**src/rtl/core/move_to_front_list_defines.svh**
```systemverilog
// Assertion macros for the move-to-front list
`ifndef MOVE_TO_FRONT_LIST_DEFINES_SVH
`define MOVE_TO_FRONT_LIST_DEFINES_SVH

`ifndef SYNTHESIS
`define MTF_ASSERT(lbl, ante, cons, msg) \
  lbl: assert property (@(posedge clk_i) disable iff (!rst_ni) (ante) |-> (cons)) \
    else $error(msg);
`define MTF_ASSERT_NXT(lbl, ante, cons, msg) \
  lbl: assert property (@(posedge clk_i) disable iff (!rst_ni) (ante) |=> (cons)) \
    else $error(msg);
`else
`define MTF_ASSERT(lbl, ante, cons, msg)
`define MTF_ASSERT_NXT(lbl, ante, cons, msg)
`endif

`endif

```
**src/rtl/core/mtf_pkg.sv**
```systemverilog
// Package with types and constants of the move-to-front list
`timescale 1ns / 1ps
package mtf_pkg;

  localparam int unsigned MtfDepth = 64;
  localparam int unsigned MinCap   = 5;
  localparam int unsigned CapReset = 64;
  localparam int unsigned CapW     = 7;
  localparam int unsigned ValW     = 32;
  localparam int unsigned StW      = 2;

  typedef enum logic {
    CMD_INSERT = 1'b0,
    CMD_FIND   = 1'b1
  } cmd_e;

  typedef enum logic [StW-1:0] {
    ST_OK   = 2'd0,
    ST_FULL = 2'd1,
    ST_MISS = 2'd2
  } status_e;

  typedef struct packed {
    logic shift_all;
    logic apply;
    logic clear;
  } mtf_ctl_t;

endpackage

```
**src/rtl/core/mtf_in_if.sv**
```systemverilog
// Input channel carrying command and value
`timescale 1ns / 1ps
interface mtf_in_if;
  logic                              valid;
  logic                              ready;
  logic                              cmd;
  logic signed [mtf_pkg::ValW-1:0]   value;

  modport source (output valid, cmd, value, input ready);
  modport sink   (input valid, cmd, value, output ready);
endinterface

```
**src/rtl/core/mtf_out_if.sv**
```systemverilog
// Output channel carrying status and count
`timescale 1ns / 1ps
interface mtf_out_if;
  logic                       valid;
  logic                       ready;
  logic [mtf_pkg::StW-1:0]    status;
  logic [mtf_pkg::CapW-1:0]   count;

  modport source (output valid, status, count, input ready);
  modport sink   (input valid, status, count, output ready);
endinterface

```
**src/rtl/core/mtf_cell.sv**
```systemverilog
// One list cell: holds an entry, compares under the probe, shifts from its neighbor
`timescale 1ns / 1ps
module mtf_cell (
  input  logic                             clk_i,
  input  logic                             rst_ni,
  input  mtf_pkg::mtf_ctl_t                ctl_i,
  input  logic signed [mtf_pkg::ValW-1:0]  key_i,
  input  logic signed [mtf_pkg::ValW-1:0]  prev_val_i,
  input  logic                             prev_probe_i,
  output logic signed [mtf_pkg::ValW-1:0]  val_o,
  output logic                             probe_o,
  output logic                             match_o
);
  import mtf_pkg::*;

  logic signed [ValW-1:0] val_q;
  logic                   probe_q, probe_d;
  logic                   visited_q, visited_d;
  logic                   load;

  assign match_o   = probe_q & (val_q == key_i);
  assign probe_o   = probe_q & ~match_o;
  assign val_o     = val_q;
  assign probe_d   = ctl_i.clear ? 1'b0 : prev_probe_i;
  assign visited_d = ctl_i.clear ? 1'b0 : (visited_q | probe_q);
  assign load      = ctl_i.shift_all | (ctl_i.apply & (visited_q | probe_q));

  always_ff @(posedge clk_i or negedge rst_ni) begin
    if (!rst_ni) begin
      probe_q   <= 1'b0;
      visited_q <= 1'b0;
    end else begin
      probe_q   <= probe_d;
      visited_q <= visited_d;
    end
  end

  always_ff @(posedge clk_i) begin
    if (load) begin
      val_q <= prev_val_i;
    end
  end

endmodule

```
**src/rtl/core/move_to_front_list.sv**
```systemverilog
// Top level of the move-to-front list: control, result queue and cell chain
`timescale 1ns / 1ps
`include "move_to_front_list_defines.svh"

// Move-to-front list of signed 32-bit values held in a chain of DEPTH cells, front at
// cell 0. An insert into a list that is not full has every cell load its neighbor's
// entry in the cycle of the transaction; inserts stream at one per cycle while the
// result queue has room. A find sends a probe down the chain one cell per cycle; on a
// hit the cells the probe passed shift back and the value lands at the front in the
// same cycle that the scan ends; a miss ends at the last entry, a find on an empty list
// at once. After a scan the next transaction is taken once the queue has room. Capacity
// is clamped to 5..DEPTH. Results pass through a two-entry queue, so the input keeps
// moving while one result waits on the output. No clearing pass follows reset.
module move_to_front_list #(
  parameter int unsigned DEPTH = mtf_pkg::MtfDepth
) (
  input  logic                        clk_i,
  input  logic                        rst_ni,
  input  logic                        cfg_we_i,
  input  logic [mtf_pkg::CapW-1:0]    cfg_wdata_i,
  mtf_in_if.sink                      in_i,
  mtf_out_if.source                   out_o
);
  import mtf_pkg::*;

  localparam int unsigned CntW = $clog2(DEPTH + 1);
  localparam int unsigned CmpW = (CntW > CapW) ? CntW : CapW;

  typedef enum logic {
    S_IDLE,
    S_SCAN
  } state_e;

  state_e                 state_q;
  logic [CntW-1:0]        count_q, count_d;
  logic [CntW-1:0]        k_q;
  logic signed [ValW-1:0] key_q;
  logic [CapW-1:0]        cap_q;
  logic                   out_vld_q, pend_vld_q;
  status_e                out_st_q, pend_st_q;
  logic [CapW-1:0]        out_cnt_q, pend_cnt_q;

  logic                   in_hs, out_free, full, last, any_match, start;
  logic                   res_vld;
  status_e                res_st;
  logic [CapW-1:0]        res_cnt;
  logic [CmpW-1:0]        cap_ext, eff_cap;
  logic signed [ValW-1:0] head_val;
  mtf_ctl_t               ctl;

  logic signed [ValW-1:0] val_w   [DEPTH];
  logic                   probe_w [DEPTH];
  logic [DEPTH-1:0]       match;

  assign in_i.ready   = (state_q == S_IDLE) & ~pend_vld_q;
  assign in_hs        = in_i.valid & in_i.ready;
  assign out_free     = ~out_vld_q | out_o.ready;
  assign out_o.valid  = out_vld_q;
  assign out_o.status = out_st_q;
  assign out_o.count  = out_cnt_q;

  assign cap_ext   = CmpW'(cap_q);
  assign eff_cap   = (cap_ext < CmpW'(MinCap)) ? CmpW'(MinCap) :
                     (cap_ext > CmpW'(DEPTH))  ? CmpW'(DEPTH)  : cap_ext;
  assign full      = CmpW'(count_q) >= eff_cap;
  assign last      = (k_q + CntW'(1)) == count_q;
  assign any_match = |match;
  assign head_val  = (state_q == S_SCAN) ? key_q : in_i.value;
  assign count_d   = ctl.shift_all ? (count_q + CntW'(1)) : count_q;
  assign res_cnt   = CapW'(count_d);

  always_comb begin
    ctl     = '0;
    start   = 1'b0;
    res_vld = 1'b0;
    res_st  = ST_OK;
    if (in_hs) begin
      if (in_i.cmd == CMD_INSERT) begin
        res_vld = 1'b1;
        if (full) begin
          res_st = ST_FULL;
        end else begin
          ctl.shift_all = 1'b1;
        end
      end else if (count_q == '0) begin
        res_vld = 1'b1;
        res_st  = ST_MISS;
      end else begin
        start = 1'b1;
      end
    end
    if (state_q == S_SCAN) begin
      if (any_match) begin
        ctl.apply = 1'b1;
        ctl.clear = 1'b1;
        res_vld   = 1'b1;
      end else if (last) begin
        ctl.clear = 1'b1;
        res_vld   = 1'b1;
        res_st    = ST_MISS;
      end
    end
  end

  always_ff @(posedge clk_i or negedge rst_ni) begin
    if (!rst_ni) begin
      state_q    <= S_IDLE;
      count_q    <= '0;
      k_q        <= '0;
      key_q      <= '0;
      cap_q      <= CapW'(CapReset);
      out_vld_q  <= 1'b0;
      out_st_q   <= ST_OK;
      out_cnt_q  <= '0;
      pend_vld_q <= 1'b0;
      pend_st_q  <= ST_OK;
      pend_cnt_q <= '0;
    end else begin
      if (cfg_we_i) begin
        cap_q <= cfg_wdata_i;
      end
      count_q <= count_d;
      unique case (state_q)
        S_IDLE: begin
          if (start) begin
            state_q <= S_SCAN;
            k_q     <= '0;
            key_q   <= in_i.value;
          end
        end
        S_SCAN: begin
          if (ctl.clear) begin
            state_q <= S_IDLE;
          end else begin
            k_q <= k_q + CntW'(1);
          end
        end
      endcase
      if (res_vld) begin
        if (out_free) begin
          out_vld_q <= 1'b1;
          out_st_q  <= res_st;
          out_cnt_q <= res_cnt;
        end else begin
          pend_vld_q <= 1'b1;
          pend_st_q  <= res_st;
          pend_cnt_q <= res_cnt;
        end
      end else if (out_free) begin
        out_vld_q <= pend_vld_q;
        if (pend_vld_q) begin
          out_st_q   <= pend_st_q;
          out_cnt_q  <= pend_cnt_q;
          pend_vld_q <= 1'b0;
        end
      end
    end
  end

  for (genvar i = 0; i < DEPTH; i++) begin : g_cell
    logic signed [ValW-1:0] prev_val;
    logic                   prev_probe;
    if (i == 0) begin : g_head
      assign prev_val   = head_val;
      assign prev_probe = start;
    end else begin : g_body
      assign prev_val   = val_w[i-1];
      assign prev_probe = probe_w[i-1];
    end
    mtf_cell u_cell (
      .clk_i        (clk_i),
      .rst_ni       (rst_ni),
      .ctl_i        (ctl),
      .key_i        (key_q),
      .prev_val_i   (prev_val),
      .prev_probe_i (prev_probe),
      .val_o        (val_w[i]),
      .probe_o      (probe_w[i]),
      .match_o      (match[i])
    );
  end

  `MTF_ASSERT(a_cnt_bound, 1'b1, count_q <= CntW'(DEPTH), "count exceeds depth")
  `MTF_ASSERT(a_one_probe, state_q == S_SCAN, $onehot0(match), "more than one cell matched")
  `MTF_ASSERT(a_no_overrun, res_vld, !pend_vld_q, "result produced while queue full")
  `MTF_ASSERT_NXT(a_ins_cnt, in_hs && in_i.cmd == CMD_INSERT && !full,
                  count_q == $past(count_q) + CntW'(1), "insert did not advance count")

endmodule
```
**src/flat_wrapper.sv**
```systemverilog
// flat-port wrapper written by rule: the top's interface ports become plain ports
module move_to_front_list_flat import mtf_pkg::*;
#(
  parameter int unsigned DEPTH = mtf_pkg::MtfDepth
)
  (clk_i, rst_ni, cfg_we_i, cfg_wdata_i, in_i_valid, in_i_cmd, in_i_value, in_i_ready, out_o_valid, out_o_status, out_o_count, out_o_ready);
  mtf_in_if in_i_i ();
  mtf_out_if out_o_i ();
  input  logic clk_i;
  input  logic rst_ni;
  input  logic cfg_we_i;
  input  logic [mtf_pkg::CapW-1:0] cfg_wdata_i;
  input wire logic [$bits(in_i_i.valid)-1:0] in_i_valid;
  input wire logic [$bits(in_i_i.cmd)-1:0] in_i_cmd;
  input wire logic [$bits(in_i_i.value)-1:0] in_i_value;
  output wire logic [$bits(in_i_i.ready)-1:0] in_i_ready;
  output wire logic [$bits(out_o_i.valid)-1:0] out_o_valid;
  output wire logic [$bits(out_o_i.status)-1:0] out_o_status;
  output wire logic [$bits(out_o_i.count)-1:0] out_o_count;
  input wire logic [$bits(out_o_i.ready)-1:0] out_o_ready;
  assign in_i_i.valid = in_i_valid;
  assign in_i_i.cmd = in_i_cmd;
  assign in_i_i.value = in_i_value;
  assign in_i_ready = in_i_i.ready;
  assign out_o_valid = out_o_i.valid;
  assign out_o_status = out_o_i.status;
  assign out_o_count = out_o_i.count;
  assign out_o_i.ready = out_o_ready;
  move_to_front_list #(.DEPTH(DEPTH)) u_core (.clk_i(clk_i), .rst_ni(rst_ni), .cfg_we_i(cfg_we_i), .cfg_wdata_i(cfg_wdata_i), .in_i(in_i_i), .out_o(out_o_i));
endmodule
```
**config.mk**
```make
export PLATFORM = sky130hd
export DESIGN_NAME = move_to_front_list_flat
export DESIGN_NICKNAME = d
export VERILOG_FILES = /design/src/rtl/core/mtf_pkg.sv /design/src/rtl/core/mtf_in_if.sv /design/src/rtl/core/mtf_out_if.sv /design/src/rtl/core/mtf_cell.sv /design/src/rtl/core/move_to_front_list.sv /design/src/flat_wrapper.sv
export VERILOG_INCLUDE_DIRS = /design/src /design/src/rtl/core
export SDC_FILE = /design/constraint.sdc
export NUM_CORES = 2
export LEC_CHECK = 0
export CAP_MARGIN = 20
export CORE_MARGIN = 3
export CORE_UTILIZATION = 64
export CTS_CLUSTER_SIZE = 16
export DETAILED_ROUTE_END_ITERATION = 10
export DONT_BUFFER_PORTS = 1
export PLACE_DENSITY = 0.8
export SLEW_MARGIN = 20
export SYNTH_ARGS = -nofsm -noshare
export SYNTH_HDL_FRONTEND = slang
export SYNTH_SLANG_ARGS = --single-unit
export TNS_END_PERCENT = 20
```
**constraint.sdc**
```tcl
create_clock -name clk_i -period 7.37 [get_ports clk_i]
set_clock_uncertainty 0.1 [all_clocks]
set_input_delay 2.211 -clock clk_i [delete_from_list [all_inputs] [get_ports clk_i]]
set_output_delay 2.211 -clock clk_i [all_outputs]
set_load 0.005 [all_outputs]
```
After elaboration in Yosys (flattened, before gate mapping)
Cells that the tools add are included.
Widths: inputs -> output; s select.
{"block": "op_classes", "n_addsub": 2, "magnitude_cmp": 3, "eq_ne": 68, "n_mux": 175, "bitwise": 389, "n_reduce_logical": 9}
{"cell": "$eq 32x32->1", "count": 64}
{"cell": "$and 1x1->1", "count": 193}
{"cell": "$mux 1", "count": 152}
{"cell": "$or 1x1->1", "count": 129}
{"cell": "$not 1->1", "count": 67}
{"cell": "$reduce_or 64->1", "count": 1}
{"cell": "$mux 7", "count": 9}
{"cell": "$mux 32", "count": 1}
{"cell": "$mux 2", "count": 11}
{"cell": "$add 7x1->7 const B", "count": 2}
{"cell": "$pmux 7 s2", "count": 1}
{"cell": "$reduce_and 2->1", "count": 5}
{"cell": "$eq 7x7->1", "count": 1}
{"cell": "$ge 7x7->1", "count": 1}
{"cell": "$gt 7x7->1 const B", "count": 1}
{"cell": "$logic_not 7->1", "count": 1}
{"cell": "$lt 7x3->1 const B", "count": 1}
{"cell": "$ne 2x2->1 const B", "count": 3}
{"cell": "$reduce_bool 2->1", "count": 2}
{"cell": "$pmux 1 s2", "count": 1}
{"block": "word_totals", "regBits": 2250, "inputBits": 45, "out_inout_bits": 11, "word_cells": 849}

Logic depth before layout (Yosys ltp)
{"block": "logic_depth", "word_depth": 12, "ltp_mapped": 16}

Modules after synthesis
A second synthesis with hierarchy kept.
{"block": "unflattened", "cells_unflattened": 5688, "area_unflattened_um2": 93687.4}
{"module": "mtf_cell", "instances": 64, "cells_per_inst": 83, "area_each_um2": 1398.8, "seq_area_each_um2": 1011.0}
{"module": "move_to_front_list", "instances": 1, "cells_per_inst": 376, "area_each_um2": 4161.5, "seq_area_each_um2": 1853.0}

Worst setup path before layout
OpenSTA, ideal clock, no wires.
{"block": "synth_path", "path_kind": "reg-to-reg", "start": "register u_core.key_q[13]", "end": "register u_core.g_cell[37].u_cell.val_q[0], enable pin", "setup_ns": 0.466, "arrival_ns": 4.537, "required_time_ns": 6.804, "path_slack_ns": 2.268, "stages_incl_launch_ff": 14, "path_buffers": 5, "synth_period_minus_slack_ns": 5.102, "path_cell_list": "dfrtp_1 > buf_2 > buf_6 > buf_6 > xnor2_1 > nand4_1 > nor4_1 > nand3_1 > nand4_1 > nor4_2 > a41o_1 > clkbuf_1 > clkbuf_1 > o21ai_0"}
{"block": "synth_between", "elab_chain_len": 7, "word_cells_on_any_way": 133, "cone_classes": "eq/ne (64); mux (2); bitwise (66); reduce/logical (1)"}
{"item": "start: declaration", "line": "move_to_front_list.sv:37", "source": "logic signed [ValW-1:0] key_q;"}
{"item": "start signal: assignment", "line": "move_to_front_list.sv:128", "source": "key_q <= in_i.value;"}
{"item": "$eq 32x32->1", "line": "mtf_cell.sv:21", "source": "assign match_o = probe_q & (val_q == key_i);"}
{"item": "$and 1x1->1", "line": "mtf_cell.sv:21"}
{"item": "$reduce_or 64->1 (*)", "line": "move_to_front_list.sv:67", "source": "assign any_match = |match;"}
{"item": "$mux 1 (*)", "line": "move_to_front_list.sv:93", "source": "if (any_match) begin"}
{"item": "$mux 2 (*)", "line": "move_to_front_list.sv:92", "source": "if (state_q == S_SCAN) begin"}
{"item": "$and 1x1->1 (*)", "line": "mtf_cell.sv:26", "source": "assign load = ctl_i.shift_all | (ctl_i.apply & (visited_q | probe_q));"}
{"item": "$or 1x1->1 (*)", "line": "mtf_cell.sv:26"}
{"item": "named net u_core.g_cell[37].u_cell.load", "line": "mtf_cell.sv:19", "source": "logic load;"}
{"item": "end signal: assignment", "line": "mtf_cell.sv:40", "source": "val_q <= prev_val_i;"}
{"item": "end: declaration", "line": "mtf_cell.sv:16", "source": "logic signed [ValW-1:0] val_q;"}
The timed path passes the listed nets; every way through them passes the cells marked *.
A chain may end at the register's enable or synchronous reset.

Final worst setup path
{"block": "layout_path", "start": "register u_core.key_q[26]", "end": "register u_core.g_cell[53].u_cell.val_q[10], enable pin"}
{"block": "layout_between", "elab_chain_len": 7, "word_cells_on_any_way": 133, "cone_classes": "eq/ne (64); mux (2); bitwise (66); reduce/logical (1)"}
{"item": "$eq 32x32->1", "line": "mtf_cell.sv:21"}
{"item": "$and 1x1->1", "line": "mtf_cell.sv:21"}
{"item": "$reduce_or 64->1 (*)", "line": "move_to_front_list.sv:67"}
{"item": "$mux 1 (*)", "line": "move_to_front_list.sv:93"}
{"item": "$mux 2 (*)", "line": "move_to_front_list.sv:92"}
{"item": "$and 1x1->1 (*)", "line": "mtf_cell.sv:26"}
{"item": "$or 1x1->1 (*)", "line": "mtf_cell.sv:26"}
{"item": "named net u_core.g_cell[53].u_cell.load", "line": "mtf_cell.sv:19"}
{"item": "end signal: assignment", "line": "mtf_cell.sv:40"}
{"item": "end: declaration", "line": "mtf_cell.sv:16"}
Marked as above.

==> out/results.ini <==
[synthesis]
synthesis.nets=6095
ys_warn_count=0
synth_top_area_share_pct=64.4
yosysMostFrequentCell=xnor2_1
synth_edf_count=2048
ys_top_cells_by_count=xnor2_1, edfxtp_1, nand4_1
ys_types=51
synthArstFlopShare_pct=8.98
yosysTopAreaCell=edfxtp_1
ys_ff_latch=2250
synthCells=6039
seq_area_frac_synth_pct=69.7
synthFlopType=edfxtp_1
synth_area_um2=95500
synth.area.top_cells=edfxtp_1, xnor2_1, dfrtp_1
synth.avg_cell_area_um2=15.8

[clock_network]
cts_root_buffer=clkbuf_16
clock_latency_ns=0.84
cts_resized=0
numCtsBuffers=214
cts_hold_buf=0
cts_tree=done
clkTransAtPathRegs_ns=0.06
cts.sinks=2250
cts_setup_buffers=0
clockBufferDepth=3
htreeDepth=4

[detailed_routing]
drt_pass1_iterations=8
wire_per_inst_um=30.8
vias=53600
drt_iter0_markers=6421
wl_mm=254
viasPerCell=6.53
drc=0
antenna_left=0

[run]
cap_violations=0

[sta]
maxSlewHeadroom_pct=30.2
tns_ns=0
final-hold-violation-count=0
drv_slew=0
finalCritPeriodShare_pct=79.1
rsz0062_at_grt=no
post-route-min-period_ns=5.83
setup_viol=0
fmax_mhz=172
worst_pin_slew_ns=1.04

[floorplanning]
start_util_pct=64.5
core_region_area_um2=148000
rows=141
ioPinCount=56
dieArea_um2=154000
die_h_um=392
die_w_um=392

[global_route]
grt_max_degree=203
antenna_found_initial=10
globalRouteOverflowTotal=0
grt_first_pass_wirelength_mm=364
track_usage_pct=32.9
grt_pass1_vias=54000

[worst_hold_path]
hold_path.class=reg -> reg

[power]
powerDensity_nw_per_um2=392
p_leak_nw=30.5
worst_ir_drop_vdd_uv=597

[finish]
multi_input_area_um2=26500
finalNetCount=6159
drive_above_1_share_pct=10.2
instances_no_fill=8220
num-fill-cells=9055
synthToLayoutAreaGrowth_pct=8.84
seqCellArea_um2=66700

[placed_design]
hpwl_mm=169
io_buffers=0
placed_cells=7817
gp_congestion=0.950

[critical_path]
cp.arrival_ns=6.19
worst_ep_required_time_ns=7.73
crit_path_start_kind=register
worstPathMaxFanout=37
crit_type=reg -> reg
end_kind=register

[outcome]
status=finished, final reports clean

[metal layers]
metal / wire (um) / vias up / part of all wire, % / track usage, %
li1: - / 22100 / - / -
met1: 89800 / 27100 / 35 / 41.8
met2: 119000 / 3672 / 47 / 52.3
met3: 31700 / 727 / 12 / 10.1
met4: 12700 / 0 / 5.0 / 14.8
met5: 0 / - / 0 / 0
[logic make-up after synthesis]
family / Yosys count / synth area share [%]
DFF: 2250 / 69.7
xor gates and xnor gates: 2063 / 18.9
AOI/OAI and AO/OA: 185 / 1.24
buffers and inverters: 346 / 2.85
and+or+nand+nor: 1141 / 6.66
adders and majority gates: 11 / 0.144
muxes: 43 / 0.503
[final cells by class]
type / instances / share of cell area (%)
antenna: 8 / 0.0193
clock buffer: 303 / 5.79
clock inverter: 92 / 0.766
inverter: 36 / 0.130
multi-input combinational: 3443 / 25.5
sequential: 2250 / 64.1
tap: 1930 / 2.32
timing repair buffer: 158 / 1.33
[report_power, final]
part / leakage, nW / switching (mW) / internal (mW) / total, mW
logic: 7.38 / 6.61 / 4.73 / 11.3
clock network: 3.34 / 4.73 / 5.97 / 10.7
registers: 19.8 / 2.80 / 15.9 / 18.7
total: 30.5 / 14.1 / 26.6 / 40.7
[flip-flops by register name (all words and copies together) (netlist names)]
register	flops
u_core.cap_ext	7
u_core.key_q	32
u_core.k_q	7
u_core.g_cell.u_cell.visited_q	64
u_core.pend_st_q	2
u_core.pend_cnt_q	7
u_core.out_o.count	7
u_core.g_cell.u_cell.val_o	2048
u_core.g_cell.u_cell.probe_q	64
u_core.state_q	1
u_core.count_q	7
u_core.out_o.valid	1
u_core.pend_vld_q	1
u_core.out_o.status	2
[cells in the final DEF (no fill, tap or decap), types with 46 or more instances in the layout]
cell type	Yosys	routed
buf_4	77	142
o21ai_2	1	64
nand2_1	155	154
edfxtp_1	2048	2048
a21oi_1	46	46
dfrtp_1	201	168
clkbuf_16	0	218
nand3_1	68	68
nand4_1	581	581
and3_1	65	65
xnor2_1	2054	2054
nor2_1	135	135
clkbuf_1	43	61
nor4_1	103	103
[worst max-delay path, cell delays in order, from the launching register on]
cell,delay (ns)
dfrtp_4,0.93
buf_4,0.70
xnor2_1,0.19
nand4_1,0.22
nor4_1,0.90
nand3_1,0.33
nand4_1,0.22
nor4_2,0.10
a41o_4,0.48
buf_4,0.46
o21ai_2,0.24
buf_4,0.41
[metrics by stage]
step / total power [mW] / area, um2 / setup WS [ns] / hold slack (ns) / util [%]
after floorplan: 26.4 / 95500 / 2.27 / 0.349 / -
after global placement: 29.5 / 97100 / 1.94 / 0.349 / 65.6
after detailed placement: 29.8 / 97100 / 1.82 / 0.356 / 65.6
after CTS: 40.5 / 104000 / 1.77 / 0.340 / 70.2
after global routing: 41.9 / 104000 / 1.57 / 0.364 / 70.2
final: 40.7 / 104000 / 1.54 / 0.353 / 70.2
[final timing paths]
check,start,to,slack [ns],cells after the start
setup / recovery,u_core.key_q[26],u_core.g_cell[53].u_cell.val_o[10],1.54,11
hold / removal,u_core.g_cell[50].u_cell.val_o[2],u_core.g_cell[51].u_cell.val_o[2],0.35,0
setup reg to reg,u_core.key_q[26],u_core.g_cell[53].u_cell.val_o[10],1.54,11
hold reg to reg,u_core.g_cell[50].u_cell.val_o[2],u_core.g_cell[51].u_cell.val_o[2],0.35,0
max in group asynchronous,rst_ni,u_core.g_cell[22].u_cell.probe_q,5.68,0
min in group asynchronous,rst_ni,u_core.state_q,0.97,0
No activity file was read; power rests on OpenSTA's default activity.
